==> src/rtl/pgr_pkg.sv <==
`default_nettype none
package pgr_pkg;

    localparam int unsigned PGR_MAX_NODES  = 1024;
    localparam int unsigned PGR_MAX_EDGES  = 4096;
    localparam int unsigned PGR_NODE_W     = 10;
    localparam int unsigned PGR_TOTAL_W    = 11;
    localparam int unsigned PGR_RANK_W     = 32;
    localparam int unsigned PGR_DAMP_W     = 17;
    localparam int unsigned PGR_ITER_W     = 8;
    localparam int unsigned PGR_DIVISOR_W  = 13;

    localparam logic [PGR_DAMP_W-1:0] PGR_DAMP_ONE = 17'd65536;
    localparam logic [PGR_DAMP_W-1:0] PGR_DAMP_RST = 17'd9830;
    localparam logic [PGR_ITER_W-1:0] PGR_ITER_RST = 8'd10;
    localparam logic [PGR_RANK_W-1:0] PGR_RANK_ONE = 32'h4000_0000;

    typedef enum logic [1:0] {
        OP_CLEAR    = 2'd0,
        OP_ADD_EDGE = 2'd1,
        OP_RUN      = 2'd2,
        OP_READ     = 2'd3
    } t_op;

    typedef enum logic [1:0] {
        STS_OK    = 2'd0,
        STS_FULL  = 2'd1,
        STS_RANGE = 2'd2,
        STS_EMPTY = 2'd3
    } t_status;

    typedef enum logic {
        REG_DAMPING    = 1'b0,
        REG_ITER_COUNT = 1'b1
    } t_reg_idx;

    typedef struct packed {
        t_op                   op;
        logic [PGR_NODE_W-1:0] source_node;
        logic [PGR_NODE_W-1:0] target_node;
    } t_in_word;

    typedef struct packed {
        logic [PGR_RANK_W-1:0]  rank;
        logic [PGR_TOTAL_W-1:0] node_total;
        t_status                status;
    } t_out_word;

    typedef struct packed {
        t_reg_idx              index;
        logic [PGR_DAMP_W-1:0] value;
    } t_cfg_word;

    function automatic logic [PGR_RANK_W-1:0] sat_add(
        input logic [PGR_RANK_W-1:0] a,
        input logic [PGR_RANK_W-1:0] b
    );
        logic [PGR_RANK_W:0] s;
        s = {1'b0, a} + {1'b0, b};
        return s[PGR_RANK_W] ? '1 : s[PGR_RANK_W-1:0];
    endfunction

endpackage
`default_nettype wire

==> src/rtl/pgr_div.sv <==
`default_nettype none
module pgr_div import pgr_pkg::*; #(
    parameter int unsigned DIVISOR_W = PGR_DIVISOR_W
) (
    input  wire logic                  i_clk,
    input  wire logic                  i_rst_n,
    input  wire logic                  i_start,
    input  wire logic [PGR_RANK_W-1:0] i_dividend,
    input  wire logic [DIVISOR_W-1:0]  i_divisor,
    output logic                       o_done,
    output logic [PGR_RANK_W-1:0]      o_quotient
);
    localparam int unsigned CNT_W = $clog2(PGR_RANK_W + 1);

    logic [CNT_W-1:0]      r_cnt;
    logic                  r_done;
    logic [DIVISOR_W-1:0]  r_rem;
    logic [DIVISOR_W-1:0]  r_div;
    logic [PGR_RANK_W-1:0] r_quo;
    logic [DIVISOR_W:0]    w_shift;
    logic [DIVISOR_W:0]    w_diff;
    logic                  w_ge;

    // restoring division, one quotient bit per cycle
    assign w_shift = {r_rem, r_quo[PGR_RANK_W-1]};
    assign w_ge    = w_shift >= {1'b0, r_div};
    assign w_diff  = w_shift - {1'b0, r_div};

    always_ff @(posedge i_clk) begin
        if (!i_rst_n) begin
            r_cnt  <= '0;
            r_done <= 1'b0;
        end else begin
            r_done <= 1'b0;
            if (i_start) begin
                r_cnt <= CNT_W'(PGR_RANK_W);
            end else if (r_cnt != '0) begin
                r_cnt <= r_cnt - 1'b1;
                if (r_cnt == CNT_W'(1)) begin
                    r_done <= 1'b1;
                end
            end
        end
    end

    always_ff @(posedge i_clk) begin
        if (i_start) begin
            r_rem <= '0;
            r_quo <= i_dividend;
            r_div <= i_divisor;
        end else if (r_cnt != '0) begin
            r_rem <= w_ge ? w_diff[DIVISOR_W-1:0] : w_shift[DIVISOR_W-1:0];
            r_quo <= {r_quo[PGR_RANK_W-2:0], w_ge};
        end
    end

    assign o_done     = r_done;
    assign o_quotient = r_quo;

endmodule
`default_nettype wire
==> config.mk <==
export PLATFORM = sky130hd
export DESIGN_NAME = pgr_div
export DESIGN_NICKNAME = d
export VERILOG_FILES = /design/src/rtl/pgr_pkg.sv /design/src/rtl/pgr_div.sv
export SDC_FILE = /design/constraint.sdc
export NUM_CORES = 1
export LEC_CHECK = 0
export BUFFER_PORTS_ARGS = -buffer_cell sky130_fd_sc_hd__buf_2
export CAP_MARGIN = 20
export CORE_ASPECT_RATIO = 1.25
export CORE_MARGIN = 2
export CORE_UTILIZATION = 25
export DETAILED_ROUTE_END_ITERATION = 12
export GPL_TIMING_DRIVEN = 0
export PLACE_DENSITY = 0.5
export SLEW_MARGIN = 20
export SYNTH_ARGS = -nofsm -noshare
export SYNTH_HDL_FRONTEND = slang
export SYNTH_SLANG_ARGS = --single-unit
==> constraint.sdc <==
create_clock -name i_clk -period 2.5 [get_ports i_clk]
set_input_delay 0.25 -clock i_clk [delete_from_list [all_inputs] [get_ports i_clk]]
set_output_delay 0.25 -clock i_clk [all_outputs]
set_load 0.02 [all_outputs]
# Word-level counts from Yosys, hierarchy flattened
# Index checks and enable logic that the tools add are counted.
[classes] bitwise=2 reduce_logical=4 magnitude_cmp=1 addsub=2 n_eq_ne=1 muxes=6
[ops] operator="two-way mux 32 bit" n=2
[ops] operator=">= comparator 14 x 13 -> 1 bit" n=1
[ops] operator="two-way mux 13 bit" n=1
[ops] operator="subtractor 13 bit" n=1
[ops] operator="two-way mux 6 bit" n=2
[ops] operator="== test 6 x 1 -> 1 bit, second input constant" n=1
[ops] operator="nonzero test 6 bit" n=1
[ops] operator="subtractor 6 x 1 -> 6 bit, second input constant" n=1
[ops] operator="OR reduction 3 bit" n=1
[ops] operator="NOT 1 bit" n=2
[ops] operator="nonzero test 2 bit" n=1
[ops] operator="OR reduction 2 bit" n=1
[ops] operator="two-way mux 1 bit" n=1
[word_totals] output_inout_bits=33 inputBits=48 regBits=65

# Logic depth before layout (Yosys ltp)
[depth] depth_word=3 ltp_mapped=12 ltp_nobuf=10

# Worst setup path before layout
# OpenSTA, ideal clock, no wires.
[synth_timing] path_type="register to register" start="register r_quo[31], in the netlist o_quotient[31]" end="register r_quo[0], in the netlist o_quotient[0] (data pin)" arrival_ps=2450 path_stages_with_launch=12 path_buffers=2 required_time_ps=2240 slack_ps=-210 cell_sequence="edfxtp_1 inv_1 ha_1 inv_1 fa_1 nand3_1 a211oi_1 or3_1 buf_6 a21o_4 buf_6 mux2_2"
[synth_via] elab_chain_cells=3
[synth_lines] item="start: declaration" line="pgr_div.sv:19" text="logic [PGR_RANK_W-1:0] r_quo;"
[synth_lines] item="start signal: assignment" line="pgr_div.sv:49" text="r_quo <= i_dividend;"
[synth_lines] item="start signal: assignment" line="pgr_div.sv:53" text="r_quo <= {r_quo[PGR_RANK_W-2:0], w_ge};"
[synth_lines] item=">= comparator 14 x 13 -> 1 bit" line="pgr_div.sv:26" text="assign w_ge = w_shift >= {1'b0, r_div};"
[synth_lines] item="two-way mux 32 bit" line="pgr_div.sv:51" text="end else if (r_cnt != '0) begin"
[synth_lines] item="two-way mux 32 bit" line="pgr_div.sv:47" text="if (i_start) begin"
# No other way between the ends. The select of a mux whose other input is x is not followed.
# A chain may end at the register's enable or synchronous reset.

# Worst setup path in the final report
# Ends and elaborated chain as after synthesis.

==> reports/results.md <==
## Run status
• outcome: finished with violations
• violations in the final reports: setup timing

## Die
• floorplan die width: 108 microns
• Core Rows: 47
• die outline height: 134 microns
• number of ports placed on the die boundary: 81
• area of the placeable core: 0.0133 sq mm
• die area: 0.0146 sq mm
• initial standard-cell utilization of the core: 0.256

## Synth
• FF+latch count, synth: 65
• share of the synthesized area in the top cell type: 0.397
• Gate Count Post-Synth: 288
• top_reg_cell synth: sky130_fd_sc_hd__edfxtp_1
• mux cell area share after synthesis: 0.116
• post-synthesis cell type count: 56
• largest family of logic cells by synthesized area: compound AO/OA/AOI/OAI gates
• per-instance average area after synthesis: 11.8 sq um
• portion of the post-synthesis area used by sequential elements: 0.515
• Mapped Nets: 353
• adder-cell area share of the yosys netlist: 0.0648
• area fraction in compound gates after synthesis: 0.129
• FFs w/ async S/R, synth: 0
• cell types occupying the most area after synthesis: sky130_fd_sc_hd__edfxtp_1 40%, sky130_fd_sc_hd__dfxtp_1 12%, sky130_fd_sc_hd__mux2_2 11%
• cell taking the most area after synthesis: sky130_fd_sc_hd__edfxtp_1
• area of the mapped netlist: 0.00340 sq mm
• count of warnings emitted by yosys: 0
• count of flip-flops with a built-in enable after synthesis: 45
• XOR/XNOR Fraction of Synth Area: 0.0361
• area share of and/or/nand/nor cells after synthesis: 0.101

## Power
• power share of the clock group: 0.220
• total power after layout: 5.63 mW
• switching part of the total: 0.382
• internal power: 3.48 mW
• peak ir drop on the vdd network: 0.470 mV
• sequential fraction of design power: 0.319
• Lkg Pwr: 1.87 nW
• net switching power: 2.15 mW
• Comb power frac: 0.460
• power density of the placed cells: 1250 mW/mm^2

## Min path
• path class of the lowest-slack min-delay path: in -> reg

## Placement
• Port Buffer Count: 80
• Post-Place Setup Slack: -228 ps
• Detail Placement HPWL: 5.84 mm
• gpl congestion: 0.863

## Run
• number of max-cap violations: 0

## STA
• final period utilization: 1.00
• worst setup margin: -4.78 ps
• highest attainable clock frequency: 399 MHz
• unrepaired setup endpoints after global routing: true
• total negative slack for setup checks: -4.78 ps
• Final Hold Violating Endpoints: 0
• Final min period: 2500 ps
• Worst slew margin: 0.439
• worst slew pin tran: 842 ps
• final setup violation count: 1
• final number of max-transition violations: 0
• Setup Skew: 9.21 ps

## Clocking
• Clk Latency, worst-skew pair: 330 ps
• TritonCTS clock tree: yes
• H-Tree Level Count: 3
• clock transition at the registers of the reported paths: 60 ps
• Clock Path Buffers: 2
• clock root buffer: sky130_fd_sc_hd__clkbuf_16
• clock buffer count from CTS: 9
• total clock sinks: 65

## Detailed routing
• number of DRC violations after detailed routing: 0
• 1st-iter DRT viols: 131
• post-detailed-route wirelength per cell: 14.8 microns
• DR vias: 2563
• Final ANT Viol Nets: 0
• vias per std cell: 4.54
• final WL: 8.38 mm
• first-pass iteration count of the detailed router: 4

## Layout
• net total in the final layout: 454
• antenna cell count: 0
• filler instances: 1398
• fraction of final layout cells sized beyond drive strength 1: 0.429
• relative area change from synthesis to final layout: 31.9%

## Global route
• global-route wire length before repair: 13.6 mm
• remaining global-route overflow: 0
• Total GRT Usage: 0.122
• number of global-route vias before repair: 2753
• number of antenna violations at the first check in global routing: 0
• maximum number of pins on one net before global-route repair: 33

## Critical path
• endpoint kind of the worst setup timing path: flop
• most frequent cell on the critical path: sky130_fd_sc_hd__inv_2
• type of the worst setup path: reg -> reg
• required arrival time at the worst endpoint: 2580 ps
• family with the most delay on the worst path: simple AND/OR/NAND/NOR gates
• critical path, cell by cell: inv_2 -> ha_4 -> inv_2 -> fa_2 -> nand3_2 -> a211oi_2 -> or3_4 -> a21o_4 -> buf_8 -> mux2_4
• Buf/Inv on CP: 3
• crit start category: flop
• CP max FO: 5
• data arrival time of the critical path: 2590 ps
• Critical Path Slowest Stage Cell: sky130_fd_sc_hd__edfxtp_1
• highest cell delay on the worst timing path: 420 ps

[cells by family after synthesis]
logic type      Yosys count
compound gates           54
xor+xnor                 14
simple gates             73
flops                    65
buf+inv                  30
mux                      35
fa+ha+maj                17
[repair_timing]
action	in CTS	in global routing
gates resized for setup	10	5
buffers inserted	9	1
hold buffers	0	0
endpoints found under the setup margin	41	14
gates cloned	1	0
pin swaps	11	7
[layout by cell type, fill, tap and decap left out, types with 2 or more instances in the layout]
cell type,n
sky130_fd_sc_hd__a211oi_2,5
sky130_fd_sc_hd__and3_1,2
sky130_fd_sc_hd__nor3_1,2
sky130_fd_sc_hd__clkinv_2,2
sky130_fd_sc_hd__nand2_2,3
sky130_fd_sc_hd__mux2i_1,2
sky130_fd_sc_hd__nor2b_1,2
sky130_fd_sc_hd__and2_1,2
sky130_fd_sc_hd__dfxtp_1,20
sky130_fd_sc_hd__xor2_1,6
sky130_fd_sc_hd__nand3_1,6
sky130_fd_sc_hd__mux2_4,2
sky130_fd_sc_hd__inv_1,17
sky130_fd_sc_hd__o211ai_1,2
sky130_fd_sc_hd__ha_1,14
sky130_fd_sc_hd__a31oi_1,2
sky130_fd_sc_hd__o21a_1,2
sky130_fd_sc_hd__xnor2_1,8
sky130_fd_sc_hd__inv_2,2
sky130_fd_sc_hd__o21ai_0,3
sky130_fd_sc_hd__a311oi_2,3
sky130_fd_sc_hd__buf_1,2
sky130_fd_sc_hd__edfxtp_1,45
sky130_fd_sc_hd__a21oi_1,12
sky130_fd_sc_hd__buf_4,8
sky130_fd_sc_hd__nor2_1,26
sky130_fd_sc_hd__mux2_2,31
sky130_fd_sc_hd__clkbuf_16,9
sky130_fd_sc_hd__buf_2,81
sky130_fd_sc_hd__nand2_1,18
sky130_fd_sc_hd__o21ai_1,3
sky130_fd_sc_hd__a21oi_2,2
sky130_fd_sc_hd__a211oi_1,4
sky130_fd_sc_hd__clkbuf_1,8
[cell usage after synthesis (6+ instances only)]
master	n
sky130_fd_sc_hd__edfxtp_1	45
sky130_fd_sc_hd__mux2_2	32
sky130_fd_sc_hd__nor2_1	26
sky130_fd_sc_hd__nand2_1	21
sky130_fd_sc_hd__dfxtp_1	20
sky130_fd_sc_hd__inv_1	19
sky130_fd_sc_hd__ha_1	16
sky130_fd_sc_hd__a21oi_1	12
sky130_fd_sc_hd__xnor2_1	8
sky130_fd_sc_hd__nand3_1	7
sky130_fd_sc_hd__clkbuf_1	6
sky130_fd_sc_hd__xor2_1	6
[area by class of cell]
| cell class | instances | area [sq um] | area share |
|---|---|---|---|
| clock inverters | 5 | 56.3 | 0.0126 |
| multi-input cells | 193 | 1580 | 0.353 |
| plain buffers | 10 | 50.0 | 0.0112 |
| inverters | 19 | 71.3 | 0.0159 |
| repair buffers | 91 | 524 | 0.117 |
| well taps | 171 | 214 | 0.0477 |
| flip-flops and latches | 65 | 1750 | 0.391 |
| clock buffers | 11 | 233 | 0.0519 |
[registers in the layout (all words and copies together) (netlist names)]
| name | cells |
|---|---|
| r_rem | 13 |
| r_div | 13 |
| r_cnt | 6 |
| o_done | 1 |
| o_quotient | 32 |
[through the flow]
step	hold WS (ps)	instances	util	area, sq um
2_1_floorplan	349	288	-	3410
3_3_place_gp	429	539	0.303	4020
3_5_place_dp	428	539	0.303	4030
4_1_cts	78.5	565	0.336	4460
5_1_grt	84.1	565	0.337	4480
6_report	88.4	565	0.337	4480
[power groups by stage]
stage	Combinational, mW	Sequential (mW)	Clock, mW
3_3_place_gp	2.31	1.81	0
4_1_cts	2.58	1.80	1.28
3_5_place_dp	2.32	1.81	0
6_report	2.59	1.80	1.24
5_1_grt	2.84	1.85	1.31
2_1_floorplan	1.46	2.04	0
[layer usage]
metal | part of all wire | up-vias | track usage | wire length [microns]
met5 | 0 | - | 0 | 0
met4 | 0.022 | 0 | 0.0577 | 187
met3 | 0.053 | 14 | 0.0360 | 444
met2 | 0.48 | 66 | 0.199 | 4050
met1 | 0.44 | 1219 | 0.147 | 3700
li1 | - | 1264 | - | -
[worst paths after layout]
check / startpoint / to / slack, ps / cells after the start
hold / removal: i_divisor[8] / r_div[8] / 90 / 1
setup / recovery: o_quotient[31] / o_quotient[0] / -5 / 10
setup reg to reg: o_quotient[31] / o_quotient[0] / -5 / 10
hold reg to reg: r_rem[2] / r_rem[2] / 500 / 2
Power figures use the tool's default switching activity.
